===== src/hw/rtl/keyed_remainder_carry_truncator_assert.svh =====
// Assertion macros for the keyed remainder-carry truncator.
// Used by the RTL files that check their own logic; needs clk_i and rst_ni in scope.
`ifndef KEYED_REMAINDER_CARRY_TRUNCATOR_ASSERT_SVH
`define KEYED_REMAINDER_CARRY_TRUNCATOR_ASSERT_SVH

// Same-cycle implication, disabled during reset.
`define KRCT_ASSERT_IMP(lbl, ante, cons) \
  lbl: assert property (@(posedge clk_i) disable iff (!rst_ni) (ante) |-> (cons)) \
    else $error("krct assertion failed");

// Next-cycle implication, disabled during reset.
`define KRCT_ASSERT_NXT(lbl, ante, cons) \
  lbl: assert property (@(posedge clk_i) disable iff (!rst_ni) (ante) |=> (cons)) \
    else $error("krct assertion failed");

`endif


===== src/hw/rtl/krct_pkg.sv =====
// Shared types and constants of the keyed remainder-carry truncator.
// No dependencies; used by krct_cell and keyed_remainder_carry_truncator.
package krct_pkg;

  localparam int ENTRIES_DEF   = 8;
  localparam int FRAC_BITS_DEF = 16;
  localparam int KEY_BITS_DEF  = 32;

  localparam int KEY_FIELD_W = 32;
  localparam int VALUE_W     = 48;
  localparam int RESULT_W    = 32;
  localparam int AGE_W       = 10;

  localparam logic [AGE_W-1:0] AGE_MAX       = 10'd1023;
  localparam logic [AGE_W-1:0] AGE_LIMIT_RST = 10'd100;

  localparam logic OP_CONVERT = 1'b0;
  localparam logic OP_TICK    = 1'b1;

  // Commands broadcast to every cell.
  typedef struct packed {
    logic look;  // compare key, allocate a free entry on a miss
    logic tick;  // age every valid entry
    logic wr;    // store remainder into the selected entry
  } cell_cmd_t;

endpackage


===== src/hw/rtl/krct_cell.sv =====
// One table entry of the keyed remainder-carry truncator: key, remainder, age.
// Depends on krct_pkg; chained by keyed_remainder_carry_truncator.
module krct_cell import krct_pkg::*; #(
  parameter int KEY_BITS  = KEY_BITS_DEF,
  parameter int FRAC_BITS = FRAC_BITS_DEF
) (
  input  logic                        clk_i,
  input  logic                        rst_ni,
  input  cell_cmd_t                   cmd_i,
  input  logic [KEY_BITS-1:0]         key_i,
  input  logic                        any_hit_i,
  input  logic [AGE_W-1:0]            age_limit_i,
  input  logic signed [FRAC_BITS:0]   rem_wr_i,
  input  logic                        free_in_i,
  output logic                        free_out_o,
  input  logic [FRAC_BITS:0]          rem_in_i,
  output logic [FRAC_BITS:0]          rem_out_o,
  output logic                        hit_o,
  output logic                        sel_o
);

  logic                      valid_q, valid_d;
  logic                      sel_q, sel_d;
  logic [KEY_BITS-1:0]       key_q;
  logic signed [FRAC_BITS:0] rem_q;
  logic [AGE_W-1:0]          age_q;
  logic [AGE_W-1:0]          age_inc;
  logic                      alloc;

  assign hit_o      = valid_q && (key_q == key_i);
  assign free_out_o = free_in_i || !valid_q;
  assign alloc      = cmd_i.look && !any_hit_i && !valid_q && !free_in_i;
  // pass the remainder of a hit entry up the chain
  assign rem_out_o  = rem_in_i | (hit_o ? rem_q : '0);
  assign age_inc    = (age_q < AGE_MAX) ? age_q + AGE_W'(1) : age_q;
  assign sel_o      = sel_q;

  always_comb begin
    valid_d = valid_q;
    sel_d   = sel_q;
    if (cmd_i.look) begin
      sel_d = hit_o || alloc;
      if (alloc) valid_d = 1'b1;
    end
    if (cmd_i.tick && valid_q && (age_inc >= age_limit_i)) valid_d = 1'b0;
  end

  always_ff @(posedge clk_i or negedge rst_ni) begin
    if (!rst_ni) begin
      valid_q <= 1'b0;
      sel_q   <= 1'b0;
    end else begin
      valid_q <= valid_d;
      sel_q   <= sel_d;
    end
  end

  always_ff @(posedge clk_i) begin
    if (alloc) begin
      key_q <= key_i;
      age_q <= '0;
    end else if (cmd_i.tick && valid_q) begin
      age_q <= age_inc;
    end else if (cmd_i.wr && sel_q) begin
      rem_q <= rem_wr_i;
      age_q <= '0;
    end
  end

endmodule


===== src/hw/rtl/keyed_remainder_carry_truncator.sv =====
// Keyed remainder-carry truncator: fixed-point to integer with per-key carry.
// Depends on krct_pkg, krct_cell and keyed_remainder_carry_truncator_assert.svh.
// Usage:
//   Input stream s_axis: tuser selects the word kind (0 convert, 1 tick);
//   tdata carries key in [31:0] and the signed fixed-point value in [79:32].
//   A convert word returns one result word on m_axis: tdata is the
//   truncated, saturated integer; tuser[0] flags a full table (converted
//   without carry), tuser[1] flags saturation. A tick word returns nothing.
//   Config channel cfg_*: one write sets age_limit (10 bits); write it only
//   while the block is idle. cfg_ready_o is always high.
// Sequence:
//   A convert: the cycle after accept compares the key along the cell
//   chain, then the compute step adds, truncates, writes back and registers
//   the result. A tick ages the cells in the cycle after accept. One word
//   is in flight at a time, so no new word is accepted until the last is
//   through; key compare and remainder readout ripple through cells.
// Reset: all entries are freed, age_limit returns to 100, the output is empty.
// Stall: the result register holds until m_axis_tready; a new word is still
//   accepted meanwhile, and a convert's compute step waits until it drains.
module keyed_remainder_carry_truncator import krct_pkg::*; #(
  parameter int ENTRIES   = ENTRIES_DEF,
  parameter int FRAC_BITS = FRAC_BITS_DEF,
  parameter int KEY_BITS  = KEY_BITS_DEF
) (
  input  logic                            clk_i,
  input  logic                            rst_ni,
  input  logic                            s_axis_tvalid,
  output logic                            s_axis_tready,
  input  logic [KEY_FIELD_W+VALUE_W-1:0]  s_axis_tdata,  // key [31:0], value [79:32]
  input  logic                            s_axis_tuser,  // op
  output logic                            m_axis_tvalid,
  input  logic                            m_axis_tready,
  output logic [RESULT_W-1:0]             m_axis_tdata,  // result
  output logic [1:0]                      m_axis_tuser,  // table_full [0], saturated [1]
  input  logic                            cfg_valid_i,
  output logic                            cfg_ready_o,
  input  logic [AGE_W-1:0]                cfg_data_i     // age_limit
);

  `include "keyed_remainder_carry_truncator_assert.svh"

  localparam int REM_W = FRAC_BITS + 1;
  localparam int SUM_W = VALUE_W + 1;
  localparam int QF_W  = SUM_W - FRAC_BITS;  // integer part of the sum
  localparam int QX_W  = QF_W + 33;          // room for rounding and the clamp compare
  localparam logic signed [QX_W-1:0] QMAX = QX_W'(32'sh7FFF_FFFF);
  localparam logic signed [QX_W-1:0] QMIN = QX_W'(32'sh8000_0000);

  localparam logic [1:0] ST_IDLE = 2'd0;
  localparam logic [1:0] ST_LOOK = 2'd1;
  localparam logic [1:0] ST_CALC = 2'd2;

  logic [1:0] state_q, state_d;

  // Captured input word.
  logic                       op_q;
  logic [KEY_BITS-1:0]        key_q;
  logic signed [VALUE_W-1:0]  val_q;

  // Lookup outcome.
  logic                       full_q;
  logic signed [REM_W-1:0]    rem_q;

  logic [AGE_W-1:0]           age_limit_q;

  logic                       m_valid_q;
  logic [RESULT_W-1:0]        m_data_q;
  logic [1:0]                 m_user_q;

  // Cell chain.
  cell_cmd_t                  cmd;
  logic [ENTRIES:0]           free_chain;
  logic [REM_W-1:0]           rem_chain [ENTRIES+1];
  logic [ENTRIES-1:0]         hit_vec;
  logic [ENTRIES-1:0]         sel_vec;
  logic                       any_hit;

  // Truncation datapath.
  logic signed [SUM_W-1:0]    sum;
  logic [FRAC_BITS-1:0]       low;
  logic                       neg_frac;
  logic signed [QX_W-1:0]     qx;
  logic signed [REM_W-1:0]    frac;
  logic [RESULT_W-1:0]        res_sat;
  logic                       sat;
  logic                       s_acc;
  logic                       go;

  assign s_axis_tready = (state_q == ST_IDLE);
  assign s_acc         = s_axis_tvalid && s_axis_tready;
  assign cfg_ready_o   = 1'b1;
  // advance the compute step only when the result register can take it
  assign go            = (state_q == ST_CALC) && (!m_valid_q || m_axis_tready);

  assign cmd.look = (state_q == ST_LOOK) && (op_q == OP_CONVERT);
  assign cmd.tick = (state_q == ST_LOOK) && (op_q == OP_TICK);
  assign cmd.wr   = go && !full_q;

  assign any_hit       = |hit_vec;
  assign free_chain[0] = 1'b0;
  assign rem_chain[0]  = '0;

  for (genvar g = 0; g < ENTRIES; g++) begin : g_cell
    krct_cell #(
      .KEY_BITS  (KEY_BITS),
      .FRAC_BITS (FRAC_BITS)
    ) u_cell (
      .clk_i       (clk_i),
      .rst_ni      (rst_ni),
      .cmd_i       (cmd),
      .key_i       (key_q),
      .any_hit_i   (any_hit),
      .age_limit_i (age_limit_q),
      .rem_wr_i    (frac),
      .free_in_i   (free_chain[g]),
      .free_out_o  (free_chain[g+1]),
      .rem_in_i    (rem_chain[g]),
      .rem_out_o   (rem_chain[g+1]),
      .hit_o       (hit_vec[g]),
      .sel_o       (sel_vec[g])
    );
  end

  // Truncate toward zero: floor, then step up by one for a negative sum
  // with a nonzero fraction; the lost fraction is then negative.
  assign sum      = SUM_W'(val_q) + SUM_W'(rem_q);
  assign low      = sum[FRAC_BITS-1:0];
  assign neg_frac = sum[SUM_W-1] && (low != '0);
  assign qx       = QX_W'($signed(sum[SUM_W-1:FRAC_BITS]))
                  + $signed({{(QX_W-1){1'b0}}, neg_frac});
  assign frac     = $signed({neg_frac, low});

  always_comb begin
    sat     = 1'b0;
    res_sat = qx[RESULT_W-1:0];
    if (qx > QMAX) begin
      sat     = 1'b1;
      res_sat = QMAX[RESULT_W-1:0];
    end else if (qx < QMIN) begin
      sat     = 1'b1;
      res_sat = QMIN[RESULT_W-1:0];
    end
  end

  always_comb begin
    state_d = state_q;
    case (state_q)
      ST_IDLE: begin
        if (s_acc) state_d = ST_LOOK;
      end
      ST_LOOK: begin
        state_d = (op_q == OP_TICK) ? ST_IDLE : ST_CALC;
      end
      ST_CALC: begin
        if (go) state_d = ST_IDLE;
      end
      default: state_d = ST_IDLE;
    endcase
  end

  always_ff @(posedge clk_i or negedge rst_ni) begin
    if (!rst_ni) begin
      state_q     <= ST_IDLE;
      age_limit_q <= AGE_LIMIT_RST;
      m_valid_q   <= 1'b0;
    end else begin
      state_q <= state_d;
      if (cfg_valid_i) age_limit_q <= cfg_data_i;
      if (go) begin
        m_valid_q <= 1'b1;
      end else if (m_axis_tready) begin
        m_valid_q <= 1'b0;
      end
    end
  end

  // Payload registers: hold the word, the lookup outcome and the result.
  always_ff @(posedge clk_i) begin
    if (s_acc) begin
      op_q  <= s_axis_tuser;
      key_q <= KEY_BITS'(s_axis_tdata[KEY_FIELD_W-1:0]);
      val_q <= $signed(s_axis_tdata[KEY_FIELD_W +: VALUE_W]);
    end
    if (cmd.look) begin
      full_q <= !any_hit && !free_chain[ENTRIES];
      rem_q  <= $signed(rem_chain[ENTRIES]);
    end
    if (go) begin
      m_data_q <= res_sat;
      m_user_q <= {sat, full_q};
    end
  end

  assign m_axis_tvalid = m_valid_q;
  assign m_axis_tdata  = m_data_q;
  assign m_axis_tuser  = m_user_q;

  // Keys are unique in the table, so at most one cell hits.
  `KRCT_ASSERT_IMP(a_hit_unique, cmd.look, $onehot0(hit_vec))
  // A stored conversion writes exactly one cell.
  `KRCT_ASSERT_IMP(a_sel_onehot, (state_q == ST_CALC) && !full_q, $onehot(sel_vec))
  // A full table selects no cell.
  `KRCT_ASSERT_IMP(a_full_nosel, (state_q == ST_CALC) && full_q, sel_vec == '0)
  // An accepted word always goes to the lookup step next.
  `KRCT_ASSERT_NXT(a_acc_look, s_acc, state_q == ST_LOOK)

endmodule


===== config.mk =====
export PLATFORM = sky130hd
export DESIGN_NAME = keyed_remainder_carry_truncator
export DESIGN_NICKNAME = d
export VERILOG_FILES = /design/src/hw/rtl/krct_pkg.sv /design/src/hw/rtl/krct_cell.sv /design/src/hw/rtl/keyed_remainder_carry_truncator.sv
export VERILOG_INCLUDE_DIRS = /design/src /design/src/hw/rtl
export SDC_FILE = /design/constraint.sdc
export NUM_CORES = 1
export LEC_CHECK = 0
export BUFFER_PORTS_ARGS = -buffer_cell sky130_fd_sc_hd__clkbuf_2
export CAP_MARGIN = 10
export CORE_UTILIZATION = 62
export DETAILED_ROUTE_END_ITERATION = 12
export PLACE_DENSITY = 0.85
export SLEW_MARGIN = 15
export SYNTH_ARGS = -nofsm -noshare
export SYNTH_HDL_FRONTEND = slang
export SYNTH_SLANG_ARGS = --single-unit

===== constraint.sdc =====
create_clock -name clk_i -period 5.8 [get_ports clk_i]
set_input_delay 1.16 -clock clk_i [delete_from_list [all_inputs] [get_ports clk_i]]
set_output_delay 1.16 -clock clk_i [all_outputs]
set_load 0.02 [all_outputs]

==> flow_summary.yaml <==
layout:
  final_util: 0.7053
  antenna_cells: 0
  nNetsFinal: 3024
  drive_gt1_frac: 0.1356
  area_delta_synth_final_pct: 12.47
synth:
  syn_nets: 2858
  synth_area_per_cell_um2: 11.97
  synth_area_leaders: "edfxtp_1 (50%), xnor2_1 (7.7%), ha_1 (5.5%), dfxtp_1 (5.1%), nand2_1 (2.5%)"
  ys_ff_latch: 634
  async_reset_ff_frac: 0.04574
  yosys.area_share.xor_xnor: 0.09927
  yosysMostFrequentCell: "edfxtp_1"
  yosysTopAreaCell: "edfxtp_1"
  synth_top_area_share: 0.5021
  syn_area_um2: 31400
  ys_types: 88
  synth_seq_area_share: 0.5764
  synth_warnings: 0
  yosys.area_share.simple: 0.1352
  synth_top_family_by_area: "simple AND/OR/NAND/NOR gates"
  synth_flop_cell: "edfxtp_1"
  syn_inst: 2623
  synth_compound_area_frac: 0.1083
  synth_fa_ha_area_frac: 0.05563
  synth-edff-count: 525
  synth_mux_area_frac: 0.004623
  synth_commonest_cells: "edfxtp_1 (525), xnor2_1 (277), nand2_1 (212), nor2_1 (155), a21oi_1 (143)"
run:
  maxCapViolations: 0
setup_path:
  arrival_ns: 5.95
  critPathMaxStageDelay_ns: 0.66
  cp_num_buf_inv: 1
  cp-end-kind: "flip-flop"
  crit_chain: "ha_1 -> fa_1 -> a21o_1 -> a221o_2 -> a21oi_2 -> o21a_1 -> a21o_1 -> nand2_1 -> a21boi_0 -> o22a_1 -> o41a_1 -> ha_1 -> and3b_1 -> nand4_1 -> or4_1 -> nor3_1 -> and4_1 -> nand3_2 -> buf_4 -> o211ai_1"
  path_max_fanout: 11
  r2r_cells: 20
  startpoint_type: "flip-flop"
  crit_required_ns: 6.26
  critPathKind: "flip-flop to flip-flop"
  cp-startpoint: "rem_q[0]"
  reg2reg_slack_ns: 0.31
  critPathSlowestCell: "or4_1"
  r2r_start: "rem_q[0]"
  worst_r2r_endpoint: "m_axis_tdata[17]"
  critical-path-top-delay-family: "compound AO/OA/AOI/OAI gates"
power:
  comb_power_share: 0.179
  pwr-share-seq: 0.468
  p_int_mw: 8.735
  pwr-share-clk: 0.353
  power_mw: 12.19
  p_sw_mw: 3.451
  p_per_area_nw_per_um2: 345.1
  ir_worst_vdd_uv: 260.6
  p_leak_nw: 12.79
  switching_share: 0.2832
placed_design:
  dp_hpwl_um: 53680
  gp_congestion: 0.9736
  port_buffers: 131
route:
  drc_errors: 0
  postRouteAntennaNets: 0
  drt_pass1_iterations: 6
  drtIter0Drc: 2411
  drt_wl_total_um: 81090
  viasPerCell: 6.439
  vias: 22606
  wl_per_cell_um: 23.10
global_routing:
  antenna_found_initial: 0
  grt_pass1_wl_um: 124000
  grt_pass1_vias: 22165
  grt_max_degree: 44
  gr-total-overflow: 0
  grt_usage: 0.3177
die:
  die_area_um2: 51540
  initial_core_util: 0.6271
  die_w_um: 227.0
  io_pins: 133
  die_height_um: 227.0
  coreArea_um2: 50070
  num_rows: 82
sta:
  fmax_mhz: 182.1
  finalCritPeriodShare: 0.9467
  rsz0062_at_grt: "no"
  tns_ns: 0
  worst_pin_slew_ns: 1.052
  finalHoldViolations: 0
  period_needed_ns: 5.491
  relSlewSlack: 0.2933
  slew_viol_final: 0
  finalClockSkew_ns: 0.01971
  setup_viol: 0
worst_hold_path:
  min-delay-start: "g_cell[4].u_cell.sel_o"
  hold_depth: 2
  hold_class: "flip-flop to flip-flop"
  hold_path_end: "g_cell[4].u_cell.sel_o"
cts:
  h-tree-depth: 3
  clk_latency_ns: 0.63
  cts.sinks: 634
  cts-root-buf: "clkbuf_16"
  clockBufferDepth: 3
  cts-buffers-inserted: 66
  clk_pin_slew_ns: 0.06
  cts_tree: "built"
status:
  status: "finished, final reports clean"
## worst max path at each step
stage	end	slack (ns)	cells after the start
after CTS	m_axis_tdata[17]	0.01	19
after global routing	m_axis_tdata[15]	0.02	20
after floorplan	m_axis_tdata[10]	0.44	19
after detailed placement	m_axis_tdata[5]	0.06	19
after global placement	m_axis_tdata[17]	0.27	19
final	m_axis_tdata[17]	0.31	20
## worst min-delay path, stage by stage (launching register included)
cell and delay, ns:
dfrtp_1 0.34, nand2_1 0.05, nand2_1 0.05
## stage by stage
| stage | setup slack [ns] | std cells | hold WS, ns | instance area, um2 |
|---|---|---|---|---|
| detailed placement | 0.06185 | 3390 | 0.4602 | 33060 |
| global placement | 0.2666 | 3390 | 0.4514 | 33060 |
| finish | 0.3093 | 3511 | 0.4709 | 35310 |
| floorplan | 0.4403 | 2623 | 0.4271 | 31400 |
| global route | 0.01828 | 3511 | 0.5016 | 35310 |
| CTS | 0.01398 | 3508 | 0.4727 | 35270 |
## repair_timing
action,in CTS,in global routing
hold buffers,0,0
setup endpoints to repair,0,32
gates resized for setup,0,1
buffers inserted,0,3
## registers in the layout, summed over array words and instances (netlist names)
name	cells
g_cell.u_cell.valid_q	8
full_q	1
state_q	2
g_cell.u_cell.key_q	256
g_cell.u_cell.age_q	80
g_cell.u_cell.rem_q	136
key_q	32
rem_q	17
val_q	48
g_cell.u_cell.sel_o	8
op_q	1
m_axis_tdata	32
m_axis_tvalid	1
age_limit_q	10
m_axis_tuser	2
## final cells by class
class	instances	area [um2]
Multi-Input combinational cell	1842	12780
Inverter	33	123.9
Sequential cell	634	18100
Clock inverter	36	424.2
Clock buffer	82	1784
Timing Repair Buffer	212	1264
Tap cell	672	840.8
Fill cell	3390	14760
## power by group through the flow
stage	sequential [mW]	combinational, mW	clock (mW)
2_1_floorplan	5.67	1.56	0
3_3_place_gp	5.75	2.01	0
3_5_place_dp	5.78	2.11	0
4_1_cts	5.69	2.15	4.34
5_1_grt	5.73	2.41	4.51
6_report	5.70	2.18	4.31
## cell usage in the layout (no fill, tap or decap), drive strengths merged, types with 7 or more instances in the layout
master	netlist	routed
o211ai	27	27
a21o	51	51
nor4	40	40
clkbuf	75	213
and3	33	33
or3	10	10
nor3	33	33
xnor2	278	278
a221oi	19	19
nand3b	10	10
inv	33	35
a22oi	63	63
nor2b	19	19
nand2	212	212
and4	11	11
dfrtp	26	26
nand2b	23	23
clkinv	0	25
a21oi	143	143
nor2	156	156
o21a	23	23
nand3	134	134
a21boi	7	7
dfxtp	80	80
xor2	77	77
a211oi	14	14
nor3b	7	7
edfxtp	525	525
or2	7	7
a22o	19	19
nand4	93	93
ha	138	138
and2	21	21
o21ai	74	74
a31oi	15	15
mux2	9	9
buf	39	81
## kinds of logic (layout without fill, tap and decap cells)
family,after synthesis,in the layout
other cells,1,1
flops,634,634
xor+xnor,355,355
compound gates,504,504
buf+inv,147,363
fa+ha+maj,139,139
simple gates,830,830
mux,13,13
## per-layer routing
layer	up-vias	wire length, um	track usage
met5	-	0	0
met4	0	3452	0.1466
met3	223	7239	0.05021
met2	1192	38620	0.5186
met1	11030	31770	0.4197
li1	10161	-	-
No activity file was read; power rests on OpenSTA's default activity.
